## config.mk

```make
export PLATFORM = sky130hd
export DESIGN_NAME = relay_pulse_lockout_timer
export DESIGN_NICKNAME = d
export VERILOG_FILES = /design/src/hw/rtl/rplt_pkg.sv /design/src/hw/rtl/rplt_cfg.sv /design/src/hw/rtl/rplt_step_unit.sv /design/src/hw/rtl/rplt_res_buf.sv /design/src/hw/rtl/relay_pulse_lockout_timer.sv
export SDC_FILE = /design/constraint.sdc
export NUM_CORES = 1
export LEC_CHECK = 0
export BUFFER_PORTS_ARGS = -buffer_cell sky130_fd_sc_hd__buf_2
export CAP_MARGIN = 20
export CORE_MARGIN = 5
export CORE_UTILIZATION = 45
export DETAILED_ROUTE_END_ITERATION = 10
export SLEW_MARGIN = 10
export SYNTH_ARGS = -nofsm -noshare
export SYNTH_HDL_FRONTEND = slang
export SYNTH_HIERARCHICAL = 1
export SYNTH_SLANG_ARGS = --single-unit
```

## constraint.sdc

```tcl
create_clock -name clk -period 9.31 [get_ports clk]
set_clock_uncertainty 0.2 [all_clocks]
set_input_delay 1.862 -clock clk [delete_from_list [all_inputs] [get_ports clk]]
set_output_delay 1.862 -clock clk [all_outputs]
set_load 0.01 [all_outputs]
```

## src/hw/rtl/rplt_pkg.sv

```systemverilog
// Shared types, constants and register map of the relay pulse and lockout timer.
package rplt_pkg;

	localparam int NUM_CHANNELS = 4;
	localparam int CH_IDX_W     = (NUM_CHANNELS > 1) ? $clog2(NUM_CHANNELS) : 1;
	localparam int MAX_RESULTS  = 4;
	localparam int RES_IDX_W    = $clog2(MAX_RESULTS);
	localparam int RES_CNT_W    = $clog2(MAX_RESULTS + 1);
	localparam int TIMER_W      = 24;
	localparam int ELAPSED_W    = 16;
	localparam int CMD_W        = 2;
	localparam int OUT_CH_W     = 2;
	localparam int ADDR_W       = 5;
	localparam int DATA_W       = 32;
	localparam logic [TIMER_W-1:0] TIMER_MAX = {TIMER_W{1'b1}};

	// Command codes of an input transaction
	localparam logic [CMD_W-1:0] CMD_SET     = 2'd0;
	localparam logic [CMD_W-1:0] CMD_TICK    = 2'd1;
	localparam logic [CMD_W-1:0] CMD_OFF_ALL = 2'd2;

	// Register indexes (byte address = 4 * index)
	localparam logic [2:0] REG_RELAY_EN  = 3'd0;
	localparam logic [2:0] REG_PULSE_EN  = 3'd1;
	localparam logic [2:0] REG_PULSE_MS  = 3'd2;
	localparam logic [2:0] REG_LOCK_EN   = 3'd3;
	localparam logic [2:0] REG_LOCK_MS   = 3'd4;

	typedef struct packed {
		logic               relay_en;
		logic               pulse_en;
		logic [TIMER_W-1:0] pulse_time;
		logic               lock_en;
		logic [TIMER_W-1:0] lock_time;
	} cfg_t;

	typedef struct packed {
		logic               wanted;
		logic               applied;
		logic [TIMER_W-1:0] on_timer;
		logic [TIMER_W-1:0] rec_timer;
	} chan_state_t;

	typedef struct packed {
		logic empty;
		logic last;
	} res_stat_t;

	typedef enum logic [1:0] {
		ST_IDLE,
		ST_WALK,
		ST_DRAIN
	} state_t;

endpackage

```

## src/hw/rtl/rplt_cfg.sv

```systemverilog
// APB register file holding the timer configuration.
module rplt_cfg (
	input  logic                    clk,
	input  logic                    arst_n,
	input  logic                    psel,
	input  logic                    penable,
	input  logic                    pwrite,
	input  logic [rplt_pkg::ADDR_W-1:0] paddr,
	input  logic [rplt_pkg::DATA_W-1:0] pwdata,
	output logic [rplt_pkg::DATA_W-1:0] prdata,
	output logic                    pready,
	output rplt_pkg::cfg_t          cfg,
	output logic                    rec_preset
);
	import rplt_pkg::*;

	cfg_t       cfg_q;
	logic       wr_en;
	logic [2:0] reg_idx;

	assign pready  = 1'b1;
	assign wr_en   = psel & penable & pwrite & pready;
	assign reg_idx = paddr[ADDR_W-1:2];
	assign cfg     = cfg_q;

	// Writing the lockout time presets every recovery timer
	assign rec_preset = wr_en && (reg_idx == REG_LOCK_MS);

	always_ff @(posedge clk or negedge arst_n) begin
		if (!arst_n) begin
			cfg_q <= '0;
		end else if (wr_en) begin
			unique case (reg_idx)
				REG_RELAY_EN: cfg_q.relay_en   <= pwdata[0];
				REG_PULSE_EN: cfg_q.pulse_en   <= pwdata[0];
				REG_PULSE_MS: cfg_q.pulse_time <= pwdata[TIMER_W-1:0];
				REG_LOCK_EN:  cfg_q.lock_en    <= pwdata[0];
				REG_LOCK_MS:  cfg_q.lock_time  <= pwdata[TIMER_W-1:0];
				default: ;
			endcase
		end
	end

	always_comb begin
		unique case (reg_idx)
			REG_RELAY_EN: prdata = DATA_W'(cfg_q.relay_en);
			REG_PULSE_EN: prdata = DATA_W'(cfg_q.pulse_en);
			REG_PULSE_MS: prdata = DATA_W'(cfg_q.pulse_time);
			REG_LOCK_EN:  prdata = DATA_W'(cfg_q.lock_en);
			REG_LOCK_MS:  prdata = DATA_W'(cfg_q.lock_time);
			default:      prdata = '0;
		endcase
	end

endmodule

```

## src/hw/rtl/rplt_step_unit.sv

```systemverilog
// Shared per-channel update unit: one saturating timer add and one limit compare.
module rplt_step_unit (
	input  rplt_pkg::cfg_t                    cfg,
	input  logic [rplt_pkg::ELAPSED_W-1:0]    elapsed,
	input  rplt_pkg::chan_state_t             cur,
	output rplt_pkg::chan_state_t             nxt,
	output logic                              change
);
	import rplt_pkg::*;

	logic [TIMER_W-1:0] tval;
	logic [TIMER_W-1:0] limit;
	logic [TIMER_W:0]   sum;
	logic [TIMER_W-1:0] sat;
	logic               below;

	// On channels run the on-timer against the pulse time, off channels the
	// recovery timer against the lockout time
	assign tval  = cur.applied ? cur.on_timer : cur.rec_timer;
	assign limit = cur.applied ? cfg.pulse_time : cfg.lock_time;
	assign below = tval < limit;
	assign sum   = {1'b0, tval} + (TIMER_W+1)'(elapsed);
	assign sat   = sum[TIMER_W] ? TIMER_MAX : sum[TIMER_W-1:0];

	always_comb begin
		nxt = cur;
		if (cur.applied && cfg.pulse_en) begin
			if (below) begin
				nxt.on_timer = sat;
				nxt.wanted   = 1'b1;
			end else begin
				nxt.wanted = 1'b0;
				if (cfg.lock_en) begin
					nxt.rec_timer = '0;
				end
			end
		end
		if (!cur.applied && cfg.lock_en && below) begin
			nxt.rec_timer = sat;
			nxt.wanted    = 1'b0;
		end
		change = nxt.wanted != cur.applied;
		if (change) begin
			nxt.applied   = nxt.wanted;
			nxt.on_timer  = '0;
			nxt.rec_timer = '0;
		end
	end

endmodule

```

## src/hw/rtl/rplt_res_buf.sv

```systemverilog
// Result buffer: collects the messages of one walk, then drains them in order.
module rplt_res_buf (
	input  logic                              clk,
	input  logic                              arst_n,
	input  logic                              clr,
	input  logic                              push,
	input  logic [rplt_pkg::OUT_CH_W-1:0]     push_ch,
	input  logic                              push_lvl,
	input  logic                              pop,
	output logic [rplt_pkg::OUT_CH_W-1:0]     head_ch,
	output logic                              head_lvl,
	output rplt_pkg::res_stat_t               stat
);
	import rplt_pkg::*;

	logic [OUT_CH_W-1:0]  ch_q  [MAX_RESULTS];
	logic                 lvl_q [MAX_RESULTS];
	logic [RES_CNT_W-1:0] cnt_q;
	logic [RES_CNT_W-1:0] rd_q;
	logic                 full;

	assign full = cnt_q == RES_CNT_W'(MAX_RESULTS);

	// Drop pushes past the result limit
	always_ff @(posedge clk) begin
		if (push && !full) begin
			ch_q[cnt_q[RES_IDX_W-1:0]]  <= push_ch;
			lvl_q[cnt_q[RES_IDX_W-1:0]] <= push_lvl;
		end
	end

	always_ff @(posedge clk or negedge arst_n) begin
		if (!arst_n) begin
			cnt_q <= '0;
			rd_q  <= '0;
		end else if (clr) begin
			cnt_q <= '0;
			rd_q  <= '0;
		end else begin
			if (push && !full) begin
				cnt_q <= cnt_q + 1'b1;
			end
			if (pop) begin
				rd_q <= rd_q + 1'b1;
			end
		end
	end

	assign head_ch    = ch_q[rd_q[RES_IDX_W-1:0]];
	assign head_lvl   = lvl_q[rd_q[RES_IDX_W-1:0]];
	assign stat.empty = cnt_q == '0;
	assign stat.last  = (rd_q + 1'b1) == cnt_q;

endmodule

```

## src/hw/rtl/relay_pulse_lockout_timer.sv

```systemverilog
// Relay pulse and lockout timer top level: sequencer, channel state and ports.
// Set-level transaction: accepted in idle and stored as the wanted level, no result.
// Tick and off-all: walk every channel through the shared step unit (one channel
// per cycle), then drain the results, held while result_ready is low; not ready
// meanwhile.
// Reset (arst_n low, asynchronous): registers, levels and timers clear to zero.
module relay_pulse_lockout_timer (
	input  logic                                clk,
	input  logic                                arst_n,
	input  logic                                psel,
	input  logic                                penable,
	input  logic                                pwrite,
	input  logic [rplt_pkg::ADDR_W-1:0]         paddr,
	input  logic [rplt_pkg::DATA_W-1:0]         pwdata,
	output logic [rplt_pkg::DATA_W-1:0]         prdata,
	output logic                                pready,
	input  logic                                item_valid,
	output logic                                item_ready,
	input  logic [rplt_pkg::CMD_W-1:0]          cmd,
	input  logic [1:0]                          channel,
	input  logic                                level,
	input  logic [rplt_pkg::ELAPSED_W-1:0]      elapsed_ms,
	output logic                                result_valid,
	input  logic                                result_ready,
	output logic [rplt_pkg::OUT_CH_W-1:0]       out_channel,
	output logic                                out_level,
	output logic [2:0]                          relay_code,
	output logic                                last_of_run
);
	import rplt_pkg::*;

	cfg_t                 cfg;
	logic                 rec_preset;
	state_t               state_q;
	state_t               state_nxt;
	logic                 accept;
	logic                 start_walk;
	logic                 walk_en;
	logic                 walk_last;
	logic                 pop;
	logic                 push;
	logic                 push_lvl;
	logic                 tick_q;
	logic [ELAPSED_W-1:0] elapsed_q;
	logic [CH_IDX_W-1:0]  idx_q;
	logic                 wanted_q  [NUM_CHANNELS];
	logic                 applied_q [NUM_CHANNELS];
	logic [TIMER_W-1:0]   on_q      [NUM_CHANNELS];
	logic [TIMER_W-1:0]   rec_q     [NUM_CHANNELS];
	chan_state_t          cur;
	chan_state_t          nxt;
	logic                 change;
	res_stat_t            stat;

	rplt_cfg u_cfg (
		.clk        (clk),
		.arst_n     (arst_n),
		.psel       (psel),
		.penable    (penable),
		.pwrite     (pwrite),
		.paddr      (paddr),
		.pwdata     (pwdata),
		.prdata     (prdata),
		.pready     (pready),
		.cfg        (cfg),
		.rec_preset (rec_preset)
	);

	assign accept     = item_valid && item_ready;
	assign start_walk = accept && cfg.relay_en && (cmd == CMD_TICK || cmd == CMD_OFF_ALL);
	assign walk_last  = idx_q == CH_IDX_W'(NUM_CHANNELS - 1);
	assign pop        = result_valid && result_ready;

	// Next state
	always_comb begin
		state_nxt = state_q;
		unique case (state_q)
			ST_IDLE: begin
				if (start_walk) begin
					state_nxt = ST_WALK;
				end
			end
			ST_WALK: begin
				if (walk_last) begin
					state_nxt = (!stat.empty || push) ? ST_DRAIN : ST_IDLE;
				end
			end
			ST_DRAIN: begin
				if (pop && stat.last) begin
					state_nxt = ST_IDLE;
				end
			end
			default: state_nxt = ST_IDLE;
		endcase
	end

	// State outputs
	always_comb begin
		item_ready   = 1'b0;
		result_valid = 1'b0;
		walk_en      = 1'b0;
		unique case (state_q)
			ST_IDLE:  item_ready   = 1'b1;
			ST_WALK:  walk_en      = 1'b1;
			ST_DRAIN: result_valid = 1'b1;
			default: ;
		endcase
	end

	always_ff @(posedge clk or negedge arst_n) begin
		if (!arst_n) begin
			state_q <= ST_IDLE;
			idx_q   <= '0;
			tick_q  <= 1'b0;
		end else begin
			state_q <= state_nxt;
			if (start_walk) begin
				idx_q  <= '0;
				tick_q <= cmd == CMD_TICK;
			end else if (walk_en && !walk_last) begin
				idx_q <= idx_q + 1'b1;
			end
		end
	end

	always_ff @(posedge clk) begin
		if (start_walk) begin
			elapsed_q <= elapsed_ms;
		end
	end

	assign cur.wanted    = wanted_q[idx_q];
	assign cur.applied   = applied_q[idx_q];
	assign cur.on_timer  = on_q[idx_q];
	assign cur.rec_timer = rec_q[idx_q];

	rplt_step_unit u_step (
		.cfg     (cfg),
		.elapsed (elapsed_q),
		.cur     (cur),
		.nxt     (nxt),
		.change  (change)
	);

	// Channel state: level requests on accept, updates of the walked channel, presets
	always_ff @(posedge clk or negedge arst_n) begin
		if (!arst_n) begin
			for (int i = 0; i < NUM_CHANNELS; i++) begin
				wanted_q[i]  <= 1'b0;
				applied_q[i] <= 1'b0;
				on_q[i]      <= '0;
				rec_q[i]     <= '0;
			end
		end else begin
			if (rec_preset) begin
				for (int i = 0; i < NUM_CHANNELS; i++) begin
					rec_q[i] <= pwdata[TIMER_W-1:0];
				end
			end
			if (accept && cfg.relay_en && cmd == CMD_SET &&
			    32'(channel) < NUM_CHANNELS) begin
				wanted_q[CH_IDX_W'(channel)] <= level;
			end
			if (walk_en && tick_q) begin
				wanted_q[idx_q]  <= nxt.wanted;
				applied_q[idx_q] <= nxt.applied;
				on_q[idx_q]      <= nxt.on_timer;
				rec_q[idx_q]     <= nxt.rec_timer;
			end
		end
	end

	// Off-all pushes an off message for every walked channel; the buffer caps the count
	assign push     = walk_en && (tick_q ? change : 1'b1);
	assign push_lvl = tick_q ? nxt.applied : 1'b0;

	rplt_res_buf u_buf (
		.clk      (clk),
		.arst_n   (arst_n),
		.clr      (start_walk),
		.push     (push),
		.push_ch  (OUT_CH_W'(idx_q)),
		.push_lvl (push_lvl),
		.pop      (pop),
		.head_ch  (out_channel),
		.head_lvl (out_level),
		.stat     (stat)
	);

	assign relay_code  = {out_channel, ~out_level};
	assign last_of_run = stat.last;

endmodule

```

# Word level (Yosys, flattened, before mapping)
# Memories as Yosys holds them, arrays and structs flattened.
# Index checks and enable logic that the tools add are counted.
# totals
n_memories	2
reg_bits	278
wordCells	151
mem_bits_rw	12
# op_classes
eq_ne	15
n_bitwise	5
reduce_logical	35
mux	58
n_addsub	4
order_cmp	5
# memory_table
memory	words	word_bits	read_ports	rd_clocked_by_memory_dff	write_ports	line	text
u_buf.ch_q	4	2	1	0	1	rplt_res_buf.sv:16	logic [OUT_CH_W-1:0] ch_q [MAX_RESULTS];
u_buf.lvl_q	4	1	1	0	1	rplt_res_buf.sv:17	logic lvl_q [MAX_RESULTS];
# op_table
cell	count
$mux W24	12
$bwmux W96	2
$mux W96	2
$pmux W24 S5	1
$bmux W24 S2	2
$mux W49	1
$demux W24 S2	1
$mux W48	1
$add A24 B16 Y25	1
$lt A24 B24 Y1	1
$logic_and A1 B1 Y1	16
$mux W1	16
$bwmux W4	3
$mux W2	6
$mux W3	4
$reduce_and A2 Y1	5
$mux W4	2
$add A3 B1 Y3 const B	2
$eq A2 B2 Y1 const B	3
$eq A3 B2 Y1 const B	2
$eq A3 B3 Y1 const B	2
$ge A3 B3 Y1 const B	2
$logic_not A3 Y1	2
$lt A3 B1 Y1 const B	2
other kinds (17)	31

# Longest topological paths before layout
# Gate-level depths: netlist of the first run.
# logic_depth
ltp_word	16
depth_mapped	25

# Cells and area by module
# The synthesis of the first run kept the hierarchy.
# modules_own_cells
mod	area_each_um2	cells_per_inst	n_inst	seq_area_each_um2
relay_pulse_lockout_timer	10412.5	779	1	5610.4
rplt_step_unit	2852.7	382	1	0.0
rplt_cfg	2458.6	188	1	1276.2
rplt_res_buf	835.8	55	1	510.5

# Worst setup path after synthesis of the first run
# No wires, ideal clock.
# synth_timing
path_kind	reg2reg
startpoint	register idx_q[1]
endpoint	memory u_buf.ch_q[1][0] (enable)
stages_incl_launch_ff	24
path_buffers	7
setup_ps	303
arrival_time_ps	5639
required_ps	8807
path_slack_ps	3168
synth_period_minus_slack_ps	6142
cell_sequence	dfrtp_1 > buf_4 > buf_2 > mux4_2 > buf_4 > buf_2 > buf_1 > mux2_2 > ha_1 > and4_1 > nand3_1 > a2111oi_2 > a2bb2oi_2 > nand2_1 > o21ai_0 > a221oi_1 > ha_1 > clkbuf_1 > clkinv_1 > clkbuf_1 > nor2b_1 > nor2b_1 > a21boi_2 > and2_1
# synth_lines
item	line	text
start: declaration	relay_pulse_lockout_timer.sv:45	logic [CH_IDX_W-1:0] idx_q;
start signal: assignment	relay_pulse_lockout_timer.sv:121	idx_q <= idx_q + 1'b1;
end: declaration	rplt_res_buf.sv:16	

==> results of run 1 <==
layer usage:
layer / up-vias / routed length (um)
met2: 253 / 18200
met5: - / 0
met3: 57 / 1700
li1: 5263 / -
met4: 0 / 661
met1: 5656 / 20100
sequential cells by signal, indices dropped and copies added, names as in the netlist:
register / flops
on_q: 96
rec_q: 96
u_cfg/cfg: 51
elapsed_q: 16
u_buf/ch_q: 8
applied_q: 4
u_buf/lvl_q: 4
wanted_q: 4
u_buf/cnt_q: 3
u_buf/rd_q: 3
idx_q: 2
state_q: 2
tick_q: 1
through the flow:
| step | hold WS (ns) | setup WS [ns] |
|---|---|---|
| finish | 0.300 | 2.20 |
| global route | 0.304 | 1.62 |
| CTS | 0.300 | 2.14 |
| detailed placement | 0.288 | 2.19 |
| global placement | 0.281 | 2.23 |
| floorplan | 0.274 | 3.17 |
worst max path at each step:
stage	to	slack, ns	depth (start not counted)
after global placement	u_buf/ch_q[1][1]	2.23	19
after CTS	u_buf/ch_q[1][1]	2.14	19
after global routing	u_buf/ch_q[1][1]	1.62	19
after floorplan	u_buf/ch_q[1][0]	3.17	23
after detailed placement	u_buf/ch_q[1][1]	2.19	19
final	u_buf/ch_q[1][1]	2.20	19
worst max-delay path: cells and delay by family, from the launching register on:
family,cells,cell delay [ns]
mux,2,1.08
compound gates,5,1.60
buf+inv,4,1.32
simple gates,6,1.16
fa+ha+maj,2,0.77
flops,1,0.63
area by class of cell:
class | instances | area (sq um)
fill | 3275 | 18100
multi-input combinational | 997 | 8520
sequential | 290 | 7400
clock buffer | 49 | 1000
timing repair buffer | 110 | 646
tap | 468 | 586
clock inverter | 13 | 124
inverter | 23 | 88.8
power groups by stage:
stage	clock, uW	sequential [uW]	combinational [uW]
final	1330	1810	3410
after global routing	1420	1860	3750
after CTS	1370	1810	3390
after global placement	0	1820	3330
after detailed placement	0	1830	3370
after floorplan	0	1720	2590
synthesized netlist by cell type (all sizes together) (3+ instances only):
cell,count,area (sq um)
o21ai,24,124
inv,22,82.6
mux2,173,2020
nor2,165,619
mux4,54,1220
o2bb2ai,17,149
nand3,17,90.1
nand2b,4,25.0
a21oi,139,707
a22oi,23,173
nor2b,11,68.8
a211oi,19,153
xnor2,12,105
clkbuf,11,45.1
a22o,7,61.3
ha,52,651
nand4b,5,43.8
nand2,39,146
and2,7,43.8
nor3,6,35.0
a31oi,4,40.0
and4,4,35.0
or3,3,18.8
and3,4,25.0
buf,90,548
nand4,6,37.5
xor2,7,61.3
mux2i,131,1310
o211ai,3,27.5
edfxtp,28,841
nand3b,4,42.5
o21a,5,37.5
a21o,6,45.0
o22ai,4,25.0
dfrtp,262,6560
logic make-up (layout without fill, tap and decap cells):
kind of cell / after synthesis / count (layout) / synth area share [%]
muxes: 358 / 358 / 27.5
DFF: 290 / 290 / 44.7
and+or+nand+nor: 286 / 286 / 8.00
AOI/OAI and AO/OA: 272 / 272 / 10.6
buffers and inverters: 124 / 195 / 4.10
adders and majority gates: 53 / 53 / 4.05
xor gates and xnor gates: 19 / 19 / 1.00
other: 2 / 9 / 0.0454
==> impl_metrics.csv, run 1 <==
group,metric,value,unit
global_route,grt_pass1_vias,11500,
worst_setup_path,crit_path_start,"idx_q[0]",
synthesis,yosysUniqueCellTypes,76,
die,die_x,202,um
pwr,p_leak,0.00784,uW
die,initial_utilization,45.4,%
hold_path,min_to,"on_q[23]",
worst_setup_path,critPathCaptureType,"flop",
sta,period_needed,7.11,ns
place,place_area,17200,sq um
worst_setup_path,critPathMaxFanout,40,
place,dp_cells,1886,
routing,route.vias.total,11200,
worst_setup_path,reg2reg_depth,19,
cts,root_buffer,"clkbuf_16",
cts,h-tree-depth,2,
synthesis,seq_area_frac_synth,44.7,%
worst_setup_path,path_cells,"buf_4 -> mux4_2 -> mux2i_1 -> inv_1 -> ha_1 -> and4_1 -> nand3_1 -> a2111oi_2 -> a2bb2oi_2 -> nand2_1 -> o21ai_0 -> a221oi_1 -> ha_1 -> clkinv_1 -> buf_4 -> nor2b_1 -> nor2b_1 -> a21boi_2 -> and2_1",
die,fp-row-count,70,
finish,nets,1575,
routing,routed_wl,40.7,mm
sta,fmax,141,MHz
worst_setup_path,r2r-start,"idx_q[0]",
global_route,grt_max_degree,111,
routing,drtIter0Drc,670,
global_route,grt_antenna_before_repair,0,
synthesis,ys.flop_type,"dfrtp_1",
routing,drc,0,
sta,fin_tns_setup,0,ns
worst_setup_path,critPathMaxStageDelay,0.74,ns
sta,finalHoldViolCount,0,
place,port_buffers,87,
job,cap_violations,0,
finish,layout_common_cells,"dfrtp_1 (260), nor2_1 (165), mux2_2 (153)",
worst_setup_path,r2r-end,"u_buf/ch_q[1][1]",
pwr,switchingPower,2780,uW
global_route,grt-busiest-layer,"met2",
routing,wire_per_inst,20.9,um
synthesis,synth.avg_cell_area,11.8,sq um
cts,post_cts_resized,0,
worst_setup_path,cp-start-kind,"flop",
routing,dr.pass1.iters,5,
worst_setup_path,crit_path_top_delay_cell,"a221oi_1",
pwr,power.density,357,nW/um^2
routing,via_per_inst,5.76,
pwr,swShare,42.5,%
sta,fin_crit_sh,76.4,%
sta,drv_slew,0,
cts,clkLatencyLatePin,0.51,ns
worst_setup_path,required,9.31,ns
sta,worst_pin_slew,1.08,ns
cts,cts_hold_buf,0,
place,place.gp.congestion,0.870,
die,ios,107,
hold_path,min_path_cells,1,
finish,syn2layout_area_growth,10.9,%
routing,ant_nets,0,
cts,cts_tree,"yes",
global_route,grtUsageTotal,19.9,%
worst_setup_path,cp.arrival,7.11,ns
synthesis,ys_warn_count,6,
pwr,intPower,3770,uW
global_route,use_met3,2.73,%
global_route,gr-total-overflow,0,
finish,final_cells,1950,
die,die-area,40700,sq um
run_status,outcome,"finished clean",
pwr,seqPwrFrac,27.7,%
hold_path,worstHoldStart,"on_q[23]",
synthesis,synth-async-reset-ratio,90.3,%
synthesis,synth_edf_count,28,
finish,fin_util,50.4,%
cts,numCtsBuffers,35,
cts,cts.sinks,290,
pwr,p_total,6550,uW
finish,mostFrequentLayoutCell,"dfrtp_1",
hold_path,hp-class,"reg -> reg",
cts,clk_pin_slew,0.06,ns
synthesis,ys_ff_latch,290,
synthesis,synthCells,1404,
sta,setup_viol,0,
synthesis,synth.cell_area,16600,sq um
die,coreArea,36400,sq um
place,hpwl,27.4,mm
pwr,combPwrFrac,52.0,%
finish,fin_area,18400,sq um
pwr,peakVddDrop,0.177,mV
finish,drive_above_1_share,28.0,%
sta,slew_headroom,27.7,%
global_route,grtUsageMet2,30.6,%
global_route,use_met1,30.3,%
finish,num_antenna_cells,0,
sta,rsz0062_at_grt,"false",
cts,cts_setup_buffers,0,
pwr,clockPowerShare,20.3,%
cts,clockBufferDepth,3,
worst_setup_path,r2r_slack,2.20,ns
die,die_y,202,um
global_route,grt_first_pass_wirelength,65.5,mm
worst_setup_path,critPathKind,"reg -> reg",
(Power assumes the default switching activity.)
==> run 2: changes to the inputs <==
==> constraint.sdc (replaced) <==
create_clock -name clk -period 7.1 [get_ports clk]
set_clock_uncertainty 0.2 [all_clocks]
set_input_delay 1.42 -clock clk [delete_from_list [all_inputs] [get_ports clk]]
set_output_delay 1.42 -clock clk [all_outputs]
set_load 0.01 [all_outputs]
==> impl_metrics.csv, run 2 (synthesis results as in run 1) <==
group,metric,value,unit
run_status,outcome,"finished clean",
die,coreArea,36400,sq um
cts,root_buffer,"clkbuf_16",
job,cap_violations,0,
global_route,grtUsageTotal,20.1,%
finish,mostFrequentLayoutCell,"dfrtp_1",
worst_setup_path,r2r-end,"on_q[55]",
pwr,peakVddDrop,0.277,mV
finish,multiInputGateArea,8520,sq um
hold_path,min_to,"on_q[26]",
cts,cts_setup_buffers,0,
place,place.gp.congestion,0.873,
finish,num-fill-cells,3241,
finish,layout_common_cells,"dfrtp_1 (260), nor2_1 (165), mux2_2 (153)",
worst_setup_path,critPathMaxFanout,28,
finish,nets,1576,
cts,cts.sinks,290,
sta,fin_tns_setup,0,ns
sta,worst_slack,0.700,ns
cts,cts_tree,"yes",
pwr,power.density,469,nW/um^2
cts,clk_pin_slew,0.06,ns
worst_setup_path,cp.arrival,6.65,ns
routing,dr.pass1.iters,5,
worst_setup_path,r2r_slack,0.70,ns
die,initial_utilization,45.4,%
sta,finalHoldViolCount,0,
sta,fmax,156,MHz
sta,fin_crit_sh,90.1,%
global_route,grt_antenna_before_repair,0,
global_route,grt_pass1_vias,11500,
pwr,clockPowerShare,20.3,%
cts,numCtsBuffers,36,
die,die_x,202,um
sta,slew_headroom,33.0,%
worst_setup_path,cp-start-kind,"flop",
place,hpwl,27.0,mm
sta,worst_pin_slew,1.01,ns
hold_path,min_path_cells,1,
routing,routed_wl,41.0,mm
finish,num_antenna_cells,0,
place,dp_slack,0.799,ns
hold_path,hp-class,"reg -> reg",
sta,setup_viol,0,
worst_setup_path,critPathKind,"reg -> reg",
sta,drv_slew,0,
routing,route.vias.total,11200,
cts,cts_hold_buf,0,
cts,clkLatencyLatePin,0.52,ns
die,fp-row-count,70,
pwr,intPower,4970,uW
worst_setup_path,critPathCaptureType,"flop",
finish,seqCellArea,7400,sq um
global_route,grt_first_pass_wirelength,66.1,mm
pwr,p_leak,0.00786,uW
finish,syn2layout_area_growth,11.3,%
pwr,combPwrFrac,52.8,%
global_route,gr-total-overflow,0,
die,die_y,202,um
hold_path,worstHoldStart,"on_q[26]",
routing,via_per_inst,5.75,
worst_setup_path,r2r-start,"idx_q[0]",
worst_setup_path,reg2reg_depth,17,
cts,clockBufferDepth,3,
global_route,grt_max_degree,142,
sta,hold-worst-slack,0.299,ns
worst_setup_path,required,7.35,ns
cts,post_cts_resized,0,
routing,drc,0,
finish,drive_above_1_share,28.2,%
routing,ant_nets,0,
die,ios,107,
die,die-area,40700,sq um
routing,wire_per_inst,21.0,um
sta,rsz0062_at_grt,"false",
pwr,switchingPower,3670,uW
cts,h-tree-depth,2,
sta,period_needed,6.40,ns
place,port_buffers,87,
routing,drtIter0Drc,650,
pwr,swShare,42.5,%
pwr,seqPwrFrac,26.9,%
run 2: cell types whose count changed in the layout (fill, tap and decap cells not counted):
cell       delta
buf_4         -6
buf_12        +5
clkbuf_8      +5
clkbuf_1      -3
bufinv_16     -2
buf_16        -1
buf_6         +1
buf_8         +1
clkbuf_16     +1
clkinv_1      +1
clkinv_2      +1
clkinv_4      -1
inv_6         -1
run 2: worst max path at each step:
stage                         from          endpoint  slack [ns]  depth (start not counted)
after floorplan           idx_q[1]  u_buf/ch_q[1][0]        0.96                         23
after global placement    idx_q[0]         rec_q[93]        0.86                         19
after detailed placement  idx_q[0]         rec_q[45]        0.80                         19
after CTS                 idx_q[0]          rec_q[9]        0.71                         19
after global routing      idx_q[0]         rec_q[27]        0.41                         19
final                     idx_q[0]          on_q[55]        0.70                         17
run 2: layout make-up:
class	instances	area share, %
multi-input combinational	997	46.2
sequential	290	40.2
clock buffer	52	5.88
timing repair buffer	110	3.79
tap	468	3.18
inverter	23	0.482
clock inverter	11	0.299
run 2: critical path, cell delays in order, from the launching register on:
cell and delay [ns]:
dfrtp_4 0.49, mux4_2 0.90, buf_12 0.28, mux2i_1 0.34
ha_1 0.28, o21ai_0 0.32, o21ai_0 0.16, a31o_2 0.24
a2bb2oi_2 0.42, nand2_1 0.19, o21ai_0 0.21, a221oi_1 0.11
buf_4 0.17, ha_1 0.58, clkinv_1 0.28, buf_4 0.28
a211oi_1 0.54, mux2_2 0.28
run 2: power by group through the flow:
stage	Combinational, uW	Sequential (uW)	Clock (uW)
after floorplan	3400	2250	0
after global placement	4440	2330	0
after detailed placement	4510	2350	0
after CTS	4540	2320	1810
after global routing	4990	2380	1870
final	4560	2320	1760
run 2: through the flow:
step                area, sq um  util (%)  power (uW)  cells
floorplan                 16600         -        5650   1411
global placement          17300      47.4        6770   1885
detailed placement        17300      47.4        6860   1887
CTS                       18400      50.6        8670   1950
global route              18400      50.6        9240   1951
finish                    18400      50.6        8640   1951
run 2: layer usage:
| metal | part of all wire, % | track usage [%] | up-vias |
|---|---|---|---|
| met2 | 45 | 30.9 | 235 |
| met1 | 48 | 30.2 | 5652 |
| met5 | 0 | 0 | - |
| met4 | 1.5 | 4.22 | 0 |
| li1 | - | - | 5278 |
| met3 | 4.7 | 3.39 | 48 |
==> run 3: changes to the inputs <==
--- a/config.mk
+++ b/config.mk
@@ -8,8 +8,9 @@
 export BUFFER_PORTS_ARGS = -buffer_cell sky130_fd_sc_hd__buf_2
 export CAP_MARGIN = 20
 export CORE_MARGIN = 5
-export CORE_UTILIZATION = 45
+export CORE_UTILIZATION = 50
 export DETAILED_ROUTE_END_ITERATION = 10
+export PLACE_DENSITY = 0.68
 export SLEW_MARGIN = 10
 export SYNTH_ARGS = -nofsm -noshare
 export SYNTH_HDL_FRONTEND = slang
==> impl_metrics.csv, run 3 (synthesis results as in run 1) <==
group,metric,value,unit
sta,fin_tns_setup,0,ns
place,port_buffers,87,
worst_setup_path,required,7.33,ns
worst_setup_path,cp-start-kind,"flop",
die,fp-row-count,66,
sta,drv_slew,0,
finish,mostFrequentLayoutCell,"dfrtp_1",
worst_setup_path,critPathKind,"reg -> reg",
worst_setup_path,critPathMaxFanout,22,
finish,layout_common_cells,"dfrtp_1 (260), nor2_1 (165), mux2_2 (153)",
sta,fin_crit_sh,88.3,%
worst_setup_path,crit_path_top_delay_cell,"dfrtp_4",
finish,nets,1574,
place,place.gp.congestion,0.877,
place,dp_cells,1862,
routing,drc,0,
die,die_y,192,um
run_status,outcome,"finished clean",
worst_setup_path,critPathMaxStageDelay,0.69,ns
global_route,grt_first_pass_wirelength,63.7,mm
place,hpwl,26.3,mm
worst_setup_path,critPathTopFamily,"compound AO/OA/AOI/OAI gates",
sta,finalHoldViolCount,0,
routing,top_layer,"met4",
cts,cts_hold_buf,0,
routing,drtIter0Drc,812,
routing,dr_wl_met3,2.16,mm
routing,wl_met1,18.2,mm
pwr,p_leak,0.00782,uW
global_route,grt_pass1_vias,11600,
cts,cts_tree,"yes",
routing,ant_nets,0,
cts,cts.sinks,290,
global_route,grt_max_degree,185,
worst_setup_path,path_buf_inv,3,
sta,fmax,160,MHz
cts,clkLatencyLatePin,0.51,ns
pwr,peakVddDrop,0.238,mV
routing,route.vias.total,11400,
finish,num_antenna_cells,0,
finish,drive_above_1_share,28.0,%
worst_setup_path,r2r-start,"idx_q[1]",
die,coreArea,32600,sq um
job,cap_violations,0,
finish,syn2layout_area_growth,10.6,%
hold_path,hp-class,"reg -> reg",
worst_setup_path,cp.arrival,6.50,ns
sta,rsz0062_at_grt,"false",
pwr,power.density,469,nW/um^2
sta,worst_pin_slew,1.13,ns
die,ios,107,
global_route,grtUsageTotal,21.6,%
routing,dr.pass1.iters,5,
global_route,gr-total-overflow,0,
die,initial_utilization,50.8,%
sta,slew_headroom,24.2,%
finish,final_cells,1922,
cts,cts_setup_buffers,0,
cts,root_buffer,"clkbuf_16",
cts,numCtsBuffers,34,
worst_setup_path,critPathCaptureType,"flop",
routing,via_per_inst,5.91,
die,die-area,36900,sq um
worst_setup_path,crit_path_start,"idx_q[1]",
finish,fin_util,56.2,%
cts,clk_pin_slew,0.06,ns
global_route,grt_antenna_before_repair,0,
worst_setup_path,path_cells,"buf_4 -> mux4_2 -> mux2_2 -> ha_1 -> o21ai_0 -> o21ai_0 -> a31o_2 -> a2bb2oi_2 -> nand2_1 -> o21ai_0 -> a221oi_1 -> buf_4 -> ha_1 -> o21ai_2 -> a311oi_4 -> buf_4 -> a22o_1 -> nor2_1 -> a21oi_1",
routing,wire_per_inst,20.5,um
hold_path,worstHoldStart,"on_q[32]",
cts,clockBufferDepth,3,
routing,routed_wl,39.4,mm
sta,period_needed,6.27,ns
die,die_x,192,um
cts,h-tree-depth,2,
cts,post_cts_resized,0,
pwr,p_total,8590,uW
routing,dr_wl_met2,18.3,mm
sta,setup_viol,0,
run 3: cell count changes in the layout (fill, tap and decap cells not counted), moves of 2 or more:
cell       delta
clkbuf_1      +2
buf_4         +4
clkbuf_8      -3
clkinv_1      -2
clkbuf_16     -2
buf_8         -2
run 3: worst paths after layout:
| kind | cells after the start | slack (ns) | endpoint |
|---|---|---|---|
| setup / recovery | 19 | 0.83 | rec_q[39] |
| min in group asynchronous | 1 | 0.68 | u_cfg/cfg[50] |
| setup reg to reg | 19 | 0.83 | rec_q[39] |
| hold reg to reg | 1 | 0.30 | on_q[32] |
| hold / removal | 1 | 0.30 | on_q[32] |
| max in group asynchronous | 2 | 4.61 | on_q[59] |
run 3: area by class of cell:
class,count,area [sq um]
Fill cell,2773,14300
Multi-Input combinational cell,997,8520
Sequential cell,290,7400
Clock buffer,49,1000
Timing Repair Buffer,110,668
Tap cell,442,553
Clock inverter,11,90.1
Inverter,23,88.8
run 3: per-stage QoR:
step | area (sq um) | setup slack (ns) | hold WS, ns
2_1_floorplan | 16600 | 0.958 | 0.274
3_3_place_gp | 17200 | 0.914 | 0.282
3_5_place_dp | 17200 | 0.812 | 0.289
4_1_cts | 18300 | 0.802 | 0.301
5_1_grt | 18300 | 0.428 | 0.312
6_report | 18300 | 0.833 | 0.297
run 3: where the power goes:
group | switching [uW] | internal (uW) | total, uW
logic | 2690 | 1830 | 4530
clock network | 686 | 1020 | 1700
registers | 282 | 2070 | 2360
run 3: metal layers:
metal | vias to the layer above | GRT usage, %
met4 | 0 | 4.99
met3 | 69 | 3.02
met1 | 5719 | 31.4
met5 | - | 0
met2 | 308 | 34.9
li1 | 5270 | -
